--- src/rtl/core/assembler_token_lexer_assert.svh ---
// Assertion macros for the assembler token lexer.
// Used inside modules that have a clk and an rst port; no other dependencies.
`ifndef ASSEMBLER_TOKEN_LEXER_ASSERT_SVH
`define ASSEMBLER_TOKEN_LEXER_ASSERT_SVH

// Property checked on every rising clock edge outside of reset.
`define ATL_ASSERT(label, prop, msg) \
  label: assert property (@(posedge clk) disable iff (rst) (prop)) else $error(msg);

// Implication checked on the next rising clock edge.
`define ATL_ASSERT_NEXT(label, cond, prop, msg) \
  label: assert property (@(posedge clk) disable iff (rst) (cond) |=> (prop)) else $error(msg);

`endif

--- src/rtl/core/atl_pkg.sv ---
// Package for the assembler token lexer: token kinds, scan modes, the result
// word layout and the byte classes. No dependencies.
package atl_pkg;

  localparam int POS_BITS = 16;
  localparam int Q_DEPTH  = 4;
  localparam int Q_AW     = $clog2(Q_DEPTH);
  localparam int Q_CW     = $clog2(Q_DEPTH + 1);

  typedef enum logic [3:0] {
    KIND_INVALID = 4'd0,
    KIND_END     = 4'd1,
    KIND_LPAREN  = 4'd2,
    KIND_RPAREN  = 4'd3,
    KIND_ARROW   = 4'd4,
    KIND_COMMA   = 4'd5,
    KIND_KEYWORD = 4'd6,
    KIND_IDENT   = 4'd7,
    KIND_NUMBER  = 4'd8
  } token_kind_t;

  typedef enum logic [1:0] {
    MODE_IDLE   = 2'd0,
    MODE_IDENT  = 2'd1,
    MODE_NUMBER = 2'd2,
    MODE_MINUS  = 2'd3
  } scan_mode_t;

  typedef struct packed {
    logic        last;
    logic [15:0] line;
    logic [15:0] length;
    logic [15:0] start;
    token_kind_t kind;
  } token_t;

  localparam logic [7:0] CH_NUL   = 8'h00;
  localparam logic [7:0] CH_LF    = 8'h0A;
  localparam logic [7:0] CH_LPAR  = 8'h28;
  localparam logic [7:0] CH_RPAR  = 8'h29;
  localparam logic [7:0] CH_STAR  = 8'h2A;
  localparam logic [7:0] CH_PLUS  = 8'h2B;
  localparam logic [7:0] CH_COMMA = 8'h2C;
  localparam logic [7:0] CH_MINUS = 8'h2D;
  localparam logic [7:0] CH_SLASH = 8'h2F;
  localparam logic [7:0] CH_GT    = 8'h3E;
  localparam logic [7:0] CH_UNDER = 8'h5F;

  localparam logic [15:0] SAT16      = 16'hFFFF;
  localparam logic [15:0] KW_LEN     = 16'd8;
  localparam logic [7:0]  KW_TEXT [8] = '{8'h66, 8'h75, 8'h6E, 8'h63,
                                          8'h74, 8'h69, 8'h6F, 8'h6E};

  function automatic logic is_letter(input logic [7:0] c);
    return (c >= 8'h61 && c <= 8'h7A) || (c >= 8'h41 && c <= 8'h5A);
  endfunction

  function automatic logic is_digit(input logic [7:0] c);
    return c >= 8'h30 && c <= 8'h39;
  endfunction

  function automatic logic is_space(input logic [7:0] c);
    return c == 8'h20 || (c >= 8'h09 && c <= 8'h0D);
  endfunction

  function automatic logic [15:0] sat_inc(input logic [15:0] v);
    return (v == SAT16) ? v : v + 16'd1;
  endfunction

endpackage

--- src/rtl/core/assembler_token_lexer.sv ---
// Top level of the assembler token lexer: byte decode, scan state and a
// four-word result queue. Depends on atl_pkg and assembler_token_lexer_assert.svh.
//
//  channel  dir  tdata / tuser / tlast
//  s_*      in   tdata: text_byte[7:0]; tuser: clear_lines; no tlast
//  m_*      out  tdata: kind, start, length, line; tlast: last_of_run
//
// Each byte is decoded in the cycle it is accepted, one byte per cycle while s_tready is high.
// A byte gives zero, one or two tokens; they go into a four-word queue that
// drives the master side, so a two-token byte fills two queue words.
// s_tready stays high while the queue has room for two words.
// Synchronous reset clears the scan state, counters and the queue.
module assembler_token_lexer
  import atl_pkg::*;
(
  input  logic        clk,
  input  logic        rst,
  input  logic        s_tvalid,
  output logic        s_tready,
  input  logic [7:0]  s_tdata,   // [7:0] text_byte
  input  logic [0:0]  s_tuser,   // [0] clear_lines
  output logic        m_tvalid,
  input  logic        m_tready,
  output logic [55:0] m_tdata,   // [3:0] token_kind, [19:4] token_start,
                                 // [35:20] token_length, [51:36] token_line
  output logic        m_tlast    // last_of_run
);

  scan_mode_t          mode, mode_next;
  logic                kw_ok, kw_ok_next;
  logic [15:0]         pstart, pstart_next;
  logic [15:0]         plen, plen_next;
  logic [15:0]         pline, pline_next;
  logic [POS_BITS-1:0] pos, pos_next;
  logic [15:0]         line_cnt, line_next;

  token_t              queue [Q_DEPTH];
  logic [Q_AW-1:0]     wr_ptr, rd_ptr;
  logic [Q_CW-1:0]     count;

  logic                s_acc, pop;
  logic [7:0]          c;
  logic                ident_cont, kw_match, kw_done, consumed;
  logic [POS_BITS-1:0] pos_eff;
  logic [15:0]         line_eff, start_eff, plen_inc;
  logic [31:0]         pos_wide;
  token_t              r0, r1;
  logic                v0, v1;
  logic [1:0]          n_push;

  assign s_acc = s_tvalid && s_tready;
  assign pop   = m_tvalid && m_tready;
  assign c     = s_tdata;

  // Clearing takes effect before the byte is looked at.
  assign pos_eff   = s_tuser[0] ? '0 : pos;
  assign line_eff  = s_tuser[0] ? '0 : line_cnt;
  assign pos_wide  = 32'(pos_eff);
  assign start_eff = pos_wide[15:0];

  assign ident_cont = is_letter(c) || is_digit(c) || c == CH_UNDER;
  assign plen_inc   = sat_inc(plen);
  assign kw_match   = kw_ok && plen < KW_LEN && c == KW_TEXT[plen[2:0]];
  assign kw_done    = ident_cont && kw_match && plen_inc == KW_LEN;
  assign consumed   = (mode == MODE_IDENT && ident_cont) ||
                      (mode == MODE_NUMBER && is_digit(c)) ||
                      (mode == MODE_MINUS && c == CH_GT);

  // Next scan state.
  always_comb begin
    mode_next   = mode;
    kw_ok_next  = kw_ok;
    pstart_next = pstart;
    plen_next   = plen;
    pline_next  = pline;
    line_next   = line_eff;
    pos_next    = pos_eff + POS_BITS'(1);
    unique case (mode)
      MODE_IDENT: begin
        if (ident_cont) begin
          plen_next  = plen_inc;
          kw_ok_next = kw_done ? 1'b0 : kw_match;
          if (kw_done) begin
            mode_next = MODE_IDLE;
          end
        end else begin
          mode_next  = MODE_IDLE;
          kw_ok_next = 1'b0;
        end
      end
      MODE_NUMBER: begin
        if (is_digit(c)) begin
          plen_next = plen_inc;
        end else begin
          mode_next = MODE_IDLE;
        end
      end
      MODE_MINUS: mode_next = MODE_IDLE;
      default: ;
    endcase
    if (!consumed) begin
      priority if (c == CH_LF) begin
        line_next = sat_inc(line_eff);
      end else if (c == CH_MINUS || is_letter(c) || is_digit(c)) begin
        pstart_next = start_eff;
        plen_next   = 16'd1;
        pline_next  = line_eff;
        if (c == CH_MINUS) begin
          mode_next = MODE_MINUS;
        end else if (is_letter(c)) begin
          mode_next  = MODE_IDENT;
          kw_ok_next = (c == KW_TEXT[0]);
        end else begin
          mode_next = MODE_NUMBER;
        end
      end else begin
      end
    end
  end

  // Tokens caused by the accepted byte: r0 closes a pending token, r1 is
  // the byte's own token.
  always_comb begin
    r0        = '0;
    r1        = '0;
    v0        = 1'b0;
    v1        = 1'b0;
    r0.start  = pstart;
    r0.length = plen;
    r0.line   = pline;
    r0.kind   = KIND_IDENT;
    r1.start  = start_eff;
    r1.length = 16'd1;
    r1.line   = line_eff;
    r1.kind   = KIND_INVALID;
    unique case (mode)
      MODE_IDENT: begin
        if (ident_cont) begin
          v0        = kw_done;
          r0.kind   = KIND_KEYWORD;
          r0.length = KW_LEN;
        end else begin
          v0 = 1'b1;
        end
      end
      MODE_NUMBER: begin
        v0      = !is_digit(c);
        r0.kind = KIND_NUMBER;
      end
      MODE_MINUS: begin
        v0 = 1'b1;
        if (c == CH_GT) begin
          r0.kind   = KIND_ARROW;
          r0.length = 16'd2;
        end else begin
          r0.length = 16'd1;
        end
      end
      default: ;
    endcase
    if (!consumed) begin
      v1 = 1'b1;
      priority if (c == CH_NUL) begin
        r1.kind   = KIND_END;
        r1.length = 16'd0;
      end else if (is_space(c) || c == CH_MINUS || is_letter(c) || is_digit(c)) begin
        v1 = 1'b0;
      end else if (c == CH_LPAR) begin
        r1.kind = KIND_LPAREN;
      end else if (c == CH_RPAR) begin
        r1.kind = KIND_RPAREN;
      end else if (c == CH_COMMA) begin
        r1.kind = KIND_COMMA;
      end else if (c == CH_PLUS || c == CH_STAR || c == CH_SLASH) begin
        r1.kind = KIND_IDENT;
      end else begin
        r1.kind = KIND_INVALID;
      end
    end
    r1.last = v1;
    r0.last = !v1;
    v0      = v0 && s_acc;
    v1      = v1 && s_acc;
  end

  assign n_push = {1'b0, v0} + {1'b0, v1};

  always_ff @(posedge clk) begin
    if (rst) begin
      mode     <= MODE_IDLE;
      kw_ok    <= 1'b0;
      pstart   <= '0;
      plen     <= '0;
      pline    <= '0;
      pos      <= '0;
      line_cnt <= '0;
    end else if (s_acc) begin
      mode     <= mode_next;
      kw_ok    <= kw_ok_next;
      pstart   <= pstart_next;
      plen     <= plen_next;
      pline    <= pline_next;
      pos      <= pos_next;
      line_cnt <= line_next;
    end
  end

  always_ff @(posedge clk) begin
    if (v0) begin
      queue[wr_ptr] <= r0;
    end
    if (v1) begin
      queue[wr_ptr + Q_AW'(v0)] <= r1;
    end
  end

  always_ff @(posedge clk) begin
    if (rst) begin
      wr_ptr <= '0;
      rd_ptr <= '0;
      count  <= '0;
    end else begin
      wr_ptr <= wr_ptr + Q_AW'(n_push);
      rd_ptr <= rd_ptr + Q_AW'(pop);
      count  <= count + Q_CW'(n_push) - Q_CW'(pop);
    end
  end

  assign s_tready = count <= Q_CW'(Q_DEPTH - 2);
  assign m_tvalid = count != '0;
  assign m_tdata  = {4'b0000, queue[rd_ptr].line, queue[rd_ptr].length,
                     queue[rd_ptr].start, queue[rd_ptr].kind};
  assign m_tlast  = queue[rd_ptr].last;

`include "assembler_token_lexer_assert.svh"

  `ATL_ASSERT(a_queue_bound, count <= Q_CW'(Q_DEPTH), "result queue overflow")
  `ATL_ASSERT(a_kw_prefix, !kw_ok || (mode == MODE_IDENT && plen < KW_LEN), "stray keyword flag")
  `ATL_ASSERT_NEXT(a_end_token, s_acc && c == CH_NUL, m_tvalid, "zero byte gave no token")
  `ATL_ASSERT_NEXT(a_two_push, n_push == 2'd2 && !pop, count == $past(count) + Q_CW'(2), "word lost")

endmodule

--- config.mk ---
export PLATFORM = sky130hd
export DESIGN_NAME = assembler_token_lexer
export DESIGN_NICKNAME = d
export VERILOG_FILES = /design/src/rtl/core/atl_pkg.sv /design/src/rtl/core/assembler_token_lexer.sv
export VERILOG_INCLUDE_DIRS = /design/src /design/src/rtl/core
export SDC_FILE = /design/constraint.sdc
export NUM_CORES = 1
export LEC_CHECK = 0
export ABC_AREA = 1
export BUFFER_PORTS_ARGS = -buffer_cell sky130_fd_sc_hd__clkbuf_2
export CAP_MARGIN = 20
export CELL_PAD_IN_SITES_DETAIL_PLACEMENT = 1
export CELL_PAD_IN_SITES_GLOBAL_PLACEMENT = 2
export CORE_AREA = 2 2 219 221
export CTS_CLUSTER_DIAMETER = 80
export CTS_CLUSTER_SIZE = 30
export DETAILED_ROUTE_END_ITERATION = 7
export DIE_AREA = 0 0 221 223
export PLACE_DENSITY_LB_ADDON = 0.1
export SLEW_MARGIN = 20
export SYNTH_ARGS = -nofsm -noshare
export SYNTH_HDL_FRONTEND = slang
export SYNTH_SLANG_ARGS = --single-unit
--- constraint.sdc ---
create_clock -name clk -period 8.88 [get_ports clk]
set_input_delay 0.888 -clock clk [delete_from_list [all_inputs] [get_ports clk]]
set_output_delay 0.888 -clock clk [all_outputs]
set_load 0.1 [all_outputs]
[Word level (Yosys, flattened, before mapping)]
Memory sizes are Yosys's and may differ from the RTL's. A register that Yosys moved wholly into a read port is not among the register bits.
Cells that the tools add are included.
W data, S select, Z words.
Storage, ports and cells
  memories kept: 2
  input bits: 13
  output and inout bits: 59
  word-level logic and storage cells: 143
  bits in writable memories: 212
  bits in read-only memories: 64
  register bits after elaboration: 90
Memories
  queue: depth 4, bits a word 53, rd ports 1, clocked after Yosys merged registers in 1, write ports 2, line assembler_token_lexer.sv:37  | token_t queue [Q_DEPTH];
  (no name shown): depth 8, bits a word 8, rd ports 1, clocked after Yosys merged registers in 0, write ports 0, line assembler_token_lexer.sv:63  | assign kw_match = kw_ok && plen < KW_LEN && c == KW_TEXT[plen[2:0]];
Cells by class
  magnitude comparators: 11
  muxes and demuxes: 56
  eq/ne operators: 19
  add/subtract/negate cells: 9
  reduce and logical (&&, ||, !) cells: 33
  bitwise operators: 3
Operators with widths (number)
  $mux W16: 12
  $eq A8 B6 Y1 const B: 9
  $pmux W16 S2: 2
  $add A16 B1 Y16 const B: 3
  $eq A16 B16 Y1 const B: 2
  $mux W2: 11
  $mux W3: 7
  $mux W1: 19
  $eq A16 B4 Y1 const B: 1
  $eq A8 B7 Y1 const B: 2
  $ge A8 B7 Y1 const B: 2
  $le A8 B7 Y1 const B: 2
  $lt A16 B4 Y1 const B: 1
  $mux W8: 2
  $logic_and A1 B1 Y1: 15
  $logic_or A1 B1 Y1: 13
  $pmux W4 S3: 1
  $eq A8 B4 Y1 const B: 1
  $eq A8 B8 Y1: 1
  $ge A8 B4 Y1 const B: 1
  $ge A8 B6 Y1 const B: 1
  $le A8 B4 Y1 const B: 1
  $le A8 B6 Y1 const B: 1
  $logic_not A8 Y1: 1
  16 further kinds: 20

[Logic depth before layout (Yosys ltp)]
Gate-level depths: netlist of the first run.
  word-level depth: 16
  gate-level depth with buffers: 23

[Worst setup path after synthesis of the first run]
Ideal clock, no wire load.
  kind: register -> register
  from: reg count[1]
  to: mem queue[1][0] (netlist bit) (enable)
  stages on the path, launching flop included: 13
  setup slack: 3.624 ns
  required time: 8.369 ns
  data arrival time: 4.745 ns
  cell sequence: dfxtp_1 -> a21oi_1 -> nand2_1 -> nor2_1 -> nand2_1 -> inv_1 -> ha_1 -> or2_2 -> nand2_1 -> nand4_2 -> buf_2 -> buf_1 -> nand2_1
RTL lines
  start, declared: line assembler_token_lexer.sv:39  | logic [Q_CW-1:0] count;
  start signal, assigned: line assembler_token_lexer.sv:225  | count <= count + Q_CW'(n_push) - Q_CW'(pop);
  end, declared: line assembler_token_lexer.sv:37

==> results of run 1 <==
[metal layers]
metal / track usage (%) / share of wire (%)
met1: 33.1 / 51
met2: 36.7 / 45
met3: 2.55 / 3.5
met4: 3.16 / 1.1
met5: 0 / 0
[cells by family (layout without fill, tap and decap cells)]
family | Yosys count | in the layout | synth area share [%]
AOI/OAI and AO/OA | 509 | 509 | 18.2
xor gates and xnor gates | 20 | 20 | 1.08
adders and majority gates | 17 | 17 | 1.35
buffers and inverters | 356 | 356 | 8.96
DFF | 302 | 302 | 46.3
other | 1 | 4 | 0.0231
and+or+nand+nor | 958 | 958 | 24.1
[how the worst max path moves through the flow]
| stage | start | end | slack (ns) | cells past startpoint |
|---|---|---|---|---|
| 4_1_cts | plen[0] | queue[0][52] | 3.29 | 17 |
| 5_1_grt | plen[0] | queue[0][39] | 2.86 | 19 |
| 6_report | plen[0] | queue[0][52] | 3.37 | 18 |
| 3_5_place_dp | s_tdata[6] | queue[0][44] | 3.20 | 18 |
| 3_3_place_gp | s_tdata[4] | queue[0][44] | 3.43 | 21 |
| 2_1_floorplan | count[1] | queue[1][0] | 3.62 | 12 |
[state kept, by name (all words and copies together), names as in the netlist]
signal and cells:
line_cnt 16, pstart 16, kw_ok 1, pline 16, count 3, wr_ptr 2
pos 16, queue 212, rd_ptr 2, mode 2, plen 16
[cell type report]
type / count / area, sq um
clock buffer: 26 / 639
clock inverter: 20 / 245
fill: 5776 / 29300
inverter: 222 / 836
multi-input combinational: 1508 / 7340
sequential: 302 / 7530
tap: 615 / 769
timing repair buffer: 88 / 526
[stage by stage]
step	area, sq um	setup WS (ns)
after floorplan	16300	3.62
after global placement	16900	3.43
after detailed placement	17000	3.20
after CTS	17800	3.29
after global routing	17900	2.86
final	17900	3.37
[placed cells by master, fill, tap and decap left out, types with 5 or more instances in the layout]
| cell | netlist | layout |
|---|---|---|
| nand2_1 | 522 | 518 |
| nor2_1 | 322 | 322 |
| o21ai_0 | 232 | 231 |
| inv_1 | 214 | 211 |
| dfxtp_1 | 154 | 153 |
| edfxtp_1 | 148 | 148 |
| a21oi_1 | 126 | 126 |
| o22ai_1 | 84 | 84 |
| clkbuf_2 | 0 | 66 |
| o22ai_2 | 36 | 36 |
| nand3_1 | 34 | 34 |
| clkbuf_16 | 0 | 25 |
| nor3_1 | 24 | 24 |
| nand4_1 | 19 | 19 |
| buf_4 | 4 | 19 |
| o21ai_1 | 18 | 18 |
| xor2_1 | 17 | 17 |
| ha_1 | 16 | 16 |
| inv_2 | 8 | 9 |
| nand2_2 | 5 | 8 |
| nand3_4 | 4 | 6 |
| nor4_1 | 5 | 5 |
| inv_6 | 0 | 5 |
[power by group]
group | internal [W] | switching, W
clock | 0.000576 | 0.000656
combinational | 0.000414 | 0.00204
sequential | 0.00168 | 0.000135
total | 0.00267 | 0.00283
[worst register-to-register path, delay by kind of cell, from the launching register on]
kind | cells | cell delay, ns
adders and majority gates | 2 | 0.54
AOI/OAI and AO/OA | 2 | 0.19
DFF | 1 | 0.59
buffers and inverters | 4 | 1.28
and+or+nand+nor | 10 | 2.58
==> results_dict.tcl, run 1 <==
set metrics [dict create \
    cts.sinks 302 \
    port_buffers 67 \
    synth_cell_types 48 \
    viasPerCell 5.27 \
    grt_pass1_vias 14852 \
    slew_viol_final 0 \
    gp_congestion 0.832 \
    core_sq_um 47100 \
    cpMaxStageDelayCell "dfxtp_1" \
    reg2reg_setup_slack_ns 3.37 \
    yosys.area.top_type "edfxtp_1" \
    synth-edff-count 148 \
    fin_nets 2177 \
    synth_warnings 0 \
    routedWlPerCell_um 20.4 \
    vdd_drop_max_v 0.000386 \
    grt_usage_pct 22.6 \
    wirelength_um 56600 \
    crit_fanout 39 \
    die-area_sq_um 49300 \
    hold_ws_ns 0.470 \
    synth.most_common_cell "nand2_1" \
    ys_ff_latch 302 \
    cpPeakStageDelay_ns 0.59 \
    fmax_mhz 181 \
    async_flop_share_pct 0 \
    drt-initial-drc-count 868 \
    postCtsResizedCells 0 \
    rr_worst_depth 18 \
    setup_tns_ns 0 \
    tightest_slew_ns 1.11 \
    num_vias 14661 \
    syn_area_per_cell_sq_um 7.52 \
    worst_hold_path_type "reg2reg" \
    reg2reg_to "queue[0][52]" \
    worstHoldStart "line_cnt[13]" \
    setup-violations-final 0 \
    rsz0062_at_grt "no" \
    utilization_pct 37.9 \
    power_w 0.00551 \
    cts_tree "done" \
    antennaDiodeCount 0 \
    ant_nets 0 \
    final_hold_viol_count 0 \
    end_kind "flip-flop" \
    skew_ns 0.0324 \
    synth_area_sq_um 16300 \
    critPathKind "reg2reg" \
    slew-limit-headroom_pct 25.5 \
    dp.cells 2733 \
    synth_ff_type "dfxtp_1" \
    initial_core_util_pct 34.5 \
    grt_max_degree 96 \
    grt-ovfl-total 0 \
    synth_area_leaders "edfxtp_1 (27%), dfxtp_1 (19%), nand2_1 (12%)" \
    cts_buffers 25 \
    hold-path-endpoint "line_cnt[13]" \
    holdBufCountCts 0 \
    drc 0 \
    clkSlewWorstSetupHoldPaths_ns 0.09 \
    area_growth_pct 9.96 \
    drtPass1Iterations 4 \
    clockRootBuffer "clkbuf_16" \
    io_pins 72 \
    h-tree-depth 1 \
    ys_seq_area_share_pct 46.3 \
    post_cts_buffers 0 \
    worstPathArrival_ns 5.77 \
    grt_pass1_wl_um 88200 \
    num_rows 80 \
    antenna_found_initial 0 \
    r2r_start "plen[0]" \
    cap_violations 0 \
    cts.path.max_buffers 3 \
    fin_crit_ns 5.51 \
    path_cells "inv_1 -> ha_1 -> nand2_1 -> o21ai_0 -> or2_2 -> o2111ai_1 -> nor3_1 -> nand4_2 -> nand2_4 -> nand2_1 -> inv_1 -> ha_1 -> nand2_1 -> nand2_1 -> nand3_4 -> buf_4 -> nand2_2 -> buf_4" \
    syn_inst 2163 \
    crit_top_cell "nand2_1" \
    status "finished, final reports clean" \
    cp_top_family "simple AND/OR/NAND/NOR gates" \
    dieHeight_um 223 \
    synth_common_cells "nand2_1 (522), nor2_1 (322), o21ai_0 (232)" \
    drive_above_1_share_pct 10.0 \
    stdcell_count 2781 \
    leakagePower_nw 6.90 \
    cp-start-kind "flip-flop" \
    whs_path_depth 2 \
    chipWidth_um 221 \
    clkLatencyLatePin_ns 0.58 \
    path_buf_inv 4 \
    powerDensity_nw_per_um2 308 \
    synth_top_area_share_pct 27.3 \
    finalCritPeriodShare_pct 62.1 \
    dp_hpwl_um 34800 \
    required_ns 9.14 \
]
(Power assumes the default switching activity.)
==> run 2: changes to the inputs <==
--- a/config.mk
+++ b/config.mk
@@ -6,16 +6,16 @@
 export SDC_FILE = /design/constraint.sdc
 export NUM_CORES = 1
 export LEC_CHECK = 0
-export ABC_AREA = 1
+export ABC_AREA = 0
 export BUFFER_PORTS_ARGS = -buffer_cell sky130_fd_sc_hd__clkbuf_2
 export CAP_MARGIN = 20
 export CELL_PAD_IN_SITES_DETAIL_PLACEMENT = 1
 export CELL_PAD_IN_SITES_GLOBAL_PLACEMENT = 2
-export CORE_AREA = 2 2 219 221
+export CORE_AREA = 2 2 216 218
 export CTS_CLUSTER_DIAMETER = 80
 export CTS_CLUSTER_SIZE = 30
 export DETAILED_ROUTE_END_ITERATION = 7
-export DIE_AREA = 0 0 221 223
+export DIE_AREA = 0 0 218 220
 export PLACE_DENSITY_LB_ADDON = 0.1
 export SLEW_MARGIN = 20
 export SYNTH_ARGS = -nofsm -noshare
==> constraint.sdc (replaced) <==
create_clock -name clk -period 4.85 [get_ports clk]
set_input_delay 0.485 -clock clk [delete_from_list [all_inputs] [get_ports clk]]
set_output_delay 0.485 -clock clk [all_outputs]
set_load 0.1 [all_outputs]
==> run 2 against run 1 <==
Against the previous run:
- largest cell class unchanged
- critical path depth down 2
- worst setup slack worse by 2.9 ns
- wire length is 11% lower
==> results_dict.tcl, run 2 <==
set metrics [dict create \
    finalCritPeriodShare_pct 90.7 \
    synth-edff-count 148 \
    final_hold_viol_count 0 \
    cpMaxStageDelayCell "dfxtp_1" \
    slew_viol_final 0 \
    cts.path.max_buffers 3 \
    clkSlewWorstSetupHoldPaths_ns 0.10 \
    worst_hold_path_type "in2reg" \
    syn_inst 1608 \
    end_kind "flip-flop" \
    utilization_pct 38.3 \
    async_flop_share_pct 0 \
    post_cts_buffers 0 \
    final_common_cell "nand2_1" \
    path_cells "ha_1 -> nand3_1 -> nor4_2 -> o21ai_0 -> a2111oi_4 -> nand4_2 -> nand2_1 -> ha_1 -> inv_1 -> ha_1 -> inv_1 -> ha_1 -> fa_1 -> xor2_1 -> xnor2_1 -> nor2_1" \
    synth_common_cells "nand2_1 (298), dfxtp_1 (154), edfxtp_1 (148)" \
    antenna_found_initial 0 \
    critPathKind "reg2reg" \
    largest-register "queue" \
    slew-limit-headroom_pct 31.5 \
    chipWidth_um 218 \
    area_growth_pct 11.0 \
    h-tree-depth 1 \
    core_sq_um 45900 \
    synth_ff_type "dfxtp_1" \
    synth_warnings 0 \
    final_cell_mix "nand2_1 (292), dfxtp_1 (152), edfxtp_1 (148), o22ai_1 (142), mux2i_1 (95)" \
    cp_top_family "adder cells" \
    yosys.area.top_type "edfxtp_1" \
    setup_tns_ns 0 \
    cpPeakStageDelay_ns 0.55 \
    synth.most_common_cell "nand2_1" \
    dp_hpwl_um 32900 \
    cap_violations 0 \
    drive_above_1_share_pct 14.7 \
    hold_ws_ns 0.324 \
    largest_reg_flops 212 \
    skew_ns 0.0270 \
    grt_max_degree 106 \
    tightest_slew_ns 1.02 \
    fin_nets 1637 \
    drt-initial-drc-count 696 \
    synth_top_area_share_pct 28.1 \
    grt_pass1_vias 12859 \
    io_pins 72 \
    die-area_sq_um 48000 \
    grt_usage_pct 21.1 \
    ys_seq_area_share_pct 47.6 \
    clkLatencyLatePin_ns 0.56 \
    ys_ff_latch 302 \
    initial_core_util_pct 34.5 \
    drc 0 \
    synth_area_sq_um 15800 \
    grt_pass1_wl_um 78100 \
    postCtsResizedCells 0 \
    wirelength_um 50600 \
    routedWlPerCell_um 22.7 \
    gp_congestion 0.767 \
    num_rows 79 \
    crit_top_cell "ha_1" \
    vdd_drop_max_v 0.000309 \
    grt-ovfl-total 0 \
    cts_buffers 21 \
    path_buf_inv 2 \
    regArea_sq_um 7530 \
    holdBufCountCts 0 \
    dieHeight_um 220 \
    multiInputGateArea_sq_um 7530 \
    ant_nets 0 \
    leakagePower_nw 6.10 \
    syn_area_per_cell_sq_um 9.83 \
    fin_crit_ns 4.40 \
    fmax_mhz 227 \
    crit_fanout 11 \
    required_ns 5.24 \
    num_vias 12277 \
    synth_cell_types 73 \
    rsz0062_at_grt "no" \
    nFillCells 5168 \
    antennaDiodeCount 0 \
    cp-start-kind "flip-flop" \
    cts_tree "done" \
    synth_area_leaders "edfxtp_1 (28%), dfxtp_1 (19%), mux4_2 (7.5%)" \
    status "finished, final reports clean" \
    clockRootBuffer "clkbuf_16" \
    port_buffers 67 \
    drtPass1Iterations 5 \
    viasPerCell 5.51 \
    worstPathArrival_ns 4.79 \
    cts.sinks 302 \
    setup-violations-final 0 \
    powerDensity_nw_per_um2 413 \
]
==> run 2: changes by cell type after synthesis, sizes merged, moves of 38 or more <==
cell   before  now
a21oi     128   27
inv       222   44
mux2i       0   95
nand2     529  298
mux4        0   53
nand3      40   78
o21ai     250   46
nor2      329   90
==> run 2: logic make-up after synthesis <==
logic type               Yosys count  share of synthesized area [%]
AND/OR/NAND/NOR                  643                           19.3
flip-flops                       302                           47.6
AO/OA/AOI/OAI                    275                           11.0
buffers and inverters            188                           5.21
multiplexers                     152                           13.8
XOR/XNOR                          30                           1.66
adder cells (fa/ha/maj)           17                           1.39
other                              1                         0.0237
==> run 2: power breakdown <==
part | leakage (nW) | total (W) | internal (W) | switching, W
Combinational | 3.13 | 0.00232 | 0.000518 | 0.00180
Clock | 0.363 | 0.00200 | 0.000896 | 0.00110
Sequential | 2.61 | 0.00293 | 0.00279 | 0.000142
Total | 6.10 | 0.00725 | 0.00421 | 0.00304
==> run 2: worst register-to-register path: stages, from the launching register on <==
cell and delay [ns]:
dfxtp_1 0.55, ha_1 0.44, nand3_1 0.18, nor4_2 0.43, o21ai_0 0.27, a2111oi_4 0.48, nand4_2 0.24, nand2_1 0.16
ha_1 0.17, inv_1 0.06, ha_1 0.26, inv_1 0.04, ha_1 0.18, fa_1 0.37, xor2_1 0.20, xnor2_1 0.14
nor2_1 0.06
==> run 2: layer usage <==
metal,up-vias,global-route usage (%),part of all wire (%)
met5,-,0,0
met4,0,5.62,2.0
met3,55,1.77,2.4
met2,179,39.1,52
met1,6215,26.2,44
li1,5828,-,-
==> run 2: cell type report <==
class	instances	area share [%]
timing repair buffer	117	4.70
multi-input combinational	1121	42.9
inverter	44	0.941
clock inverter	14	1.17
sequential	302	42.9
tap	607	4.33
clock buffer	23	3.09
==> run 2: worst paths after layout <==
check / startpoint / to / slack [ns] / cells after the start
max: plen[0] / count[2] / 0.45 / 16
min: rst / pline[14] / 0.32 / 2
max reg2reg: plen[0] / count[2] / 0.45 / 16
min reg2reg: queue[2][3] / queue[2][3] / 0.46 / 2
==> run 2: stage by stage <==
| stage | power (W) | setup WS (ns) | area [sq um] | cells |
|---|---|---|---|---|
| after floorplan | 0.00479 | 0.226 | 15800 | 1611 |
| after global placement | 0.00533 | 0.614 | 16800 | 2191 |
| after detailed placement | 0.00535 | 0.482 | 16800 | 2191 |
| after CTS | 0.00736 | 0.461 | 17600 | 2228 |
| after global routing | 0.00753 | 0.0996 | 17600 | 2228 |
| final | 0.00725 | 0.451 | 17600 | 2228 |
==> run 3: changes to the inputs <==
--- a/config.mk
+++ b/config.mk
@@ -13,7 +13,6 @@
 export CELL_PAD_IN_SITES_GLOBAL_PLACEMENT = 2
 export CORE_AREA = 2 2 216 218
 export CTS_CLUSTER_DIAMETER = 80
-export CTS_CLUSTER_SIZE = 30
 export DETAILED_ROUTE_END_ITERATION = 7
 export DIE_AREA = 0 0 218 220
 export PLACE_DENSITY_LB_ADDON = 0.1
==> constraint.sdc (replaced) <==
create_clock -name clk -period 4.85 [get_ports clk]
set_input_delay 0.97 -clock clk [delete_from_list [all_inputs] [get_ports clk]]
set_output_delay 0.97 -clock clk [all_outputs]
set_load 0.1 [all_outputs]
==> run 3 against run 2 <==
Against the previous run:
- sequential power about the same
- utilization increased by 1.3 points
- clock skew shrank 0.010 ns
- global-route usage increased by 0.37 points
- largest power group unchanged
==> results_dict.tcl, run 3 (synthesis gave the netlist of run 2 again) <==
set metrics [dict create \
    status "finished, final reports clean" \
    end_kind "flip-flop" \
    crit_cells 16 \
    grt_max_degree 58 \
    final_common_cell "nand2_1" \
    powerDensity_nw_per_um2 439 \
    routedWlPerCell_um 22.4 \
    cellInternalPower_w 0.00491 \
    wirelength_um 51100 \
    cpPeakStageDelay_ns 0.57 \
    rr_worst_depth 16 \
    critPathKind "reg2reg" \
    whs_path_depth 2 \
    r2r_start "plen[2]" \
    fin_crit_ns 3.93 \
    crit_fanout 10 \
    grt_pass1_wl_um 78600 \
    num_rows 79 \
    leakagePower_nw 6.42 \
    dp_hpwl_um 32900 \
    pwr-share-comb_pct 29.4 \
    chipWidth_um 218 \
    area_growth_pct 14.9 \
    reg2reg_setup_slack_ns 0.92 \
    viasPerCell 5.46 \
    required_ns 5.26 \
    num_vias 12468 \
    largest_reg_flops 212 \
    nFillCells 5143 \
    drc 0 \
    post_cts_buffers 0 \
    power_switching_w 0.00307 \
    worstPathArrival_ns 4.34 \
    tightest_slew_ns 1.08 \
    finalCritPeriodShare_pct 81.1 \
    seqPwrFrac_pct 36.6 \
    rsz0062_at_grt "no" \
    cts.sinks 302 \
    skew_ns 0.0166 \
    setup_tns_ns 0 \
    final_hold_viol_count 0 \
    core_sq_um 45900 \
    path_cells "buf_4 -> and4_1 -> nand4_1 -> a31oi_1 -> a2111oi_4 -> nand4_2 -> nand2_1 -> ha_1 -> inv_1 -> ha_1 -> inv_1 -> ha_1 -> fa_1 -> xor2_1 -> xnor2_1 -> nor2_1" \
    drtPass1Iterations 5 \
    port_buffers 67 \
    vdd_drop_max_v 0.000312 \
    regArea_sq_um 7530 \
    cap_violations 0 \
    slew_viol_final 0 \
    clkLatencyLatePin_ns 0.56 \
    cp-start-kind "flip-flop" \
    fmax_mhz 254 \
    io_pins 72 \
    drive_above_1_share_pct 16.4 \
    grt-ovfl-total 0 \
    cts.path.max_buffers 3 \
    p_sw_share_pct 38.5 \
    gp_congestion 0.817 \
    multiInputGateArea_sq_um 7530 \
    h-tree-depth 2 \
    clkSlewWorstSetupHoldPaths_ns 0.06 \
    cts_tree "done" \
    worst_hold_path_type "reg2reg" \
    die-area_sq_um 48000 \
    antennaDiodeCount 0 \
    postCtsResizedCells 0 \
    slew-limit-headroom_pct 28.1 \
    clkPwrFrac_pct 34.0 \
    path_buf_inv 3 \
    fin_nets 1678 \
    cpMaxStageDelayCell "dfxtp_1" \
    ant_nets 0 \
    initial_core_util_pct 34.5 \
    clockRootBuffer "clkbuf_16" \
    stdcell_count 2285 \
    holdBufCountCts 0 \
    dp.cells 2215 \
    crit_end "count[2]" \
    crit_top_cell "ha_1" \
    antenna_found_initial 0 \
    setup-violations-final 0 \
    dieHeight_um 220 \
    startpoint "plen[2]" \
    cts_buffers 38 \
    largest-register "queue" \
    grt_usage_pct 21.5 \
    reg2reg_to "count[2]" \
    drt-initial-drc-count 734 \
    final_cell_mix "nand2_1 (292), dfxtp_1 (152), edfxtp_1 (148), o22ai_1 (142), mux2i_1 (95)" \
    grt_pass1_vias 13018 \
    cp_top_family "adder cells" \
]
-- run 3: how the worst min path moves through the flow --
stage | to | start | slack, ns
final | queue[3][24] | queue[3][24] | 0.46
after global routing | queue[0][27] | queue[0][27] | 0.48
after CTS | queue[1][21] | queue[1][21] | 0.46
after detailed placement | queue[1][21] | queue[1][21] | 0.45
after global placement | queue[3][28] | queue[3][28] | 0.44
after floorplan | queue[1][3] | queue[1][3] | 0.43
-- run 3: routing by layer --
layer  vias to the layer above  global-route usage (%)  share of wire (%)  routed length [um]
li1                       5935                       -                  -                   -
met1                      6242                    26.8                 44               22500
met2                       207                    37.8                 50               25500
met3                        84                    2.93                3.2                1650
met4                         0                    7.66                2.8                1450
met5                         -                       0                  0                   0
-- run 3: power groups by stage --
stage | Combinational, W | Sequential (W) | Clock (W)
final | 0.00234 | 0.00292 | 0.00272
after global routing | 0.00245 | 0.00294 | 0.00289
after CTS | 0.00237 | 0.00293 | 0.00279
after detailed placement | 0.00237 | 0.00299 | 0
after global placement | 0.00236 | 0.00298 | 0
after floorplan | 0.00192 | 0.00288 | 0
-- run 3: area by class of cell --
type                       count  area share (%)
tap                          607            4.18
sequential                   302            41.5
inverter                      44           0.909
timing repair buffer         141            5.67
clock inverter                 9           0.489
multi-input combinational   1121            41.4
clock buffer                  61            5.89
-- run 3: tightest hold or removal path: cells and delay by family, from the launching register on --
kind	cells	cell delay (ns)
and+or+nand+nor	1	0.05
DFF	1	0.30
muxes	1	0.06
-- run 3: per-stage QoR --
| step | util (%) | instance area (sq um) | total power [W] | hold WS [ns] | setup WS, ns |
|---|---|---|---|---|---|
| finish | 39.6 | 18200 | 0.00798 | 0.458 | 0.917 |
| global route | 39.6 | 18200 | 0.00829 | 0.479 | 0.625 |
| CTS | 39.6 | 18200 | 0.00809 | 0.461 | 0.952 |
| detailed placement | 37.1 | 17000 | 0.00535 | 0.453 | 0.408 |
| global placement | 37.1 | 17000 | 0.00534 | 0.441 | 0.483 |
| floorplan | - | 15800 | 0.00479 | 0.432 | 0.0677 |
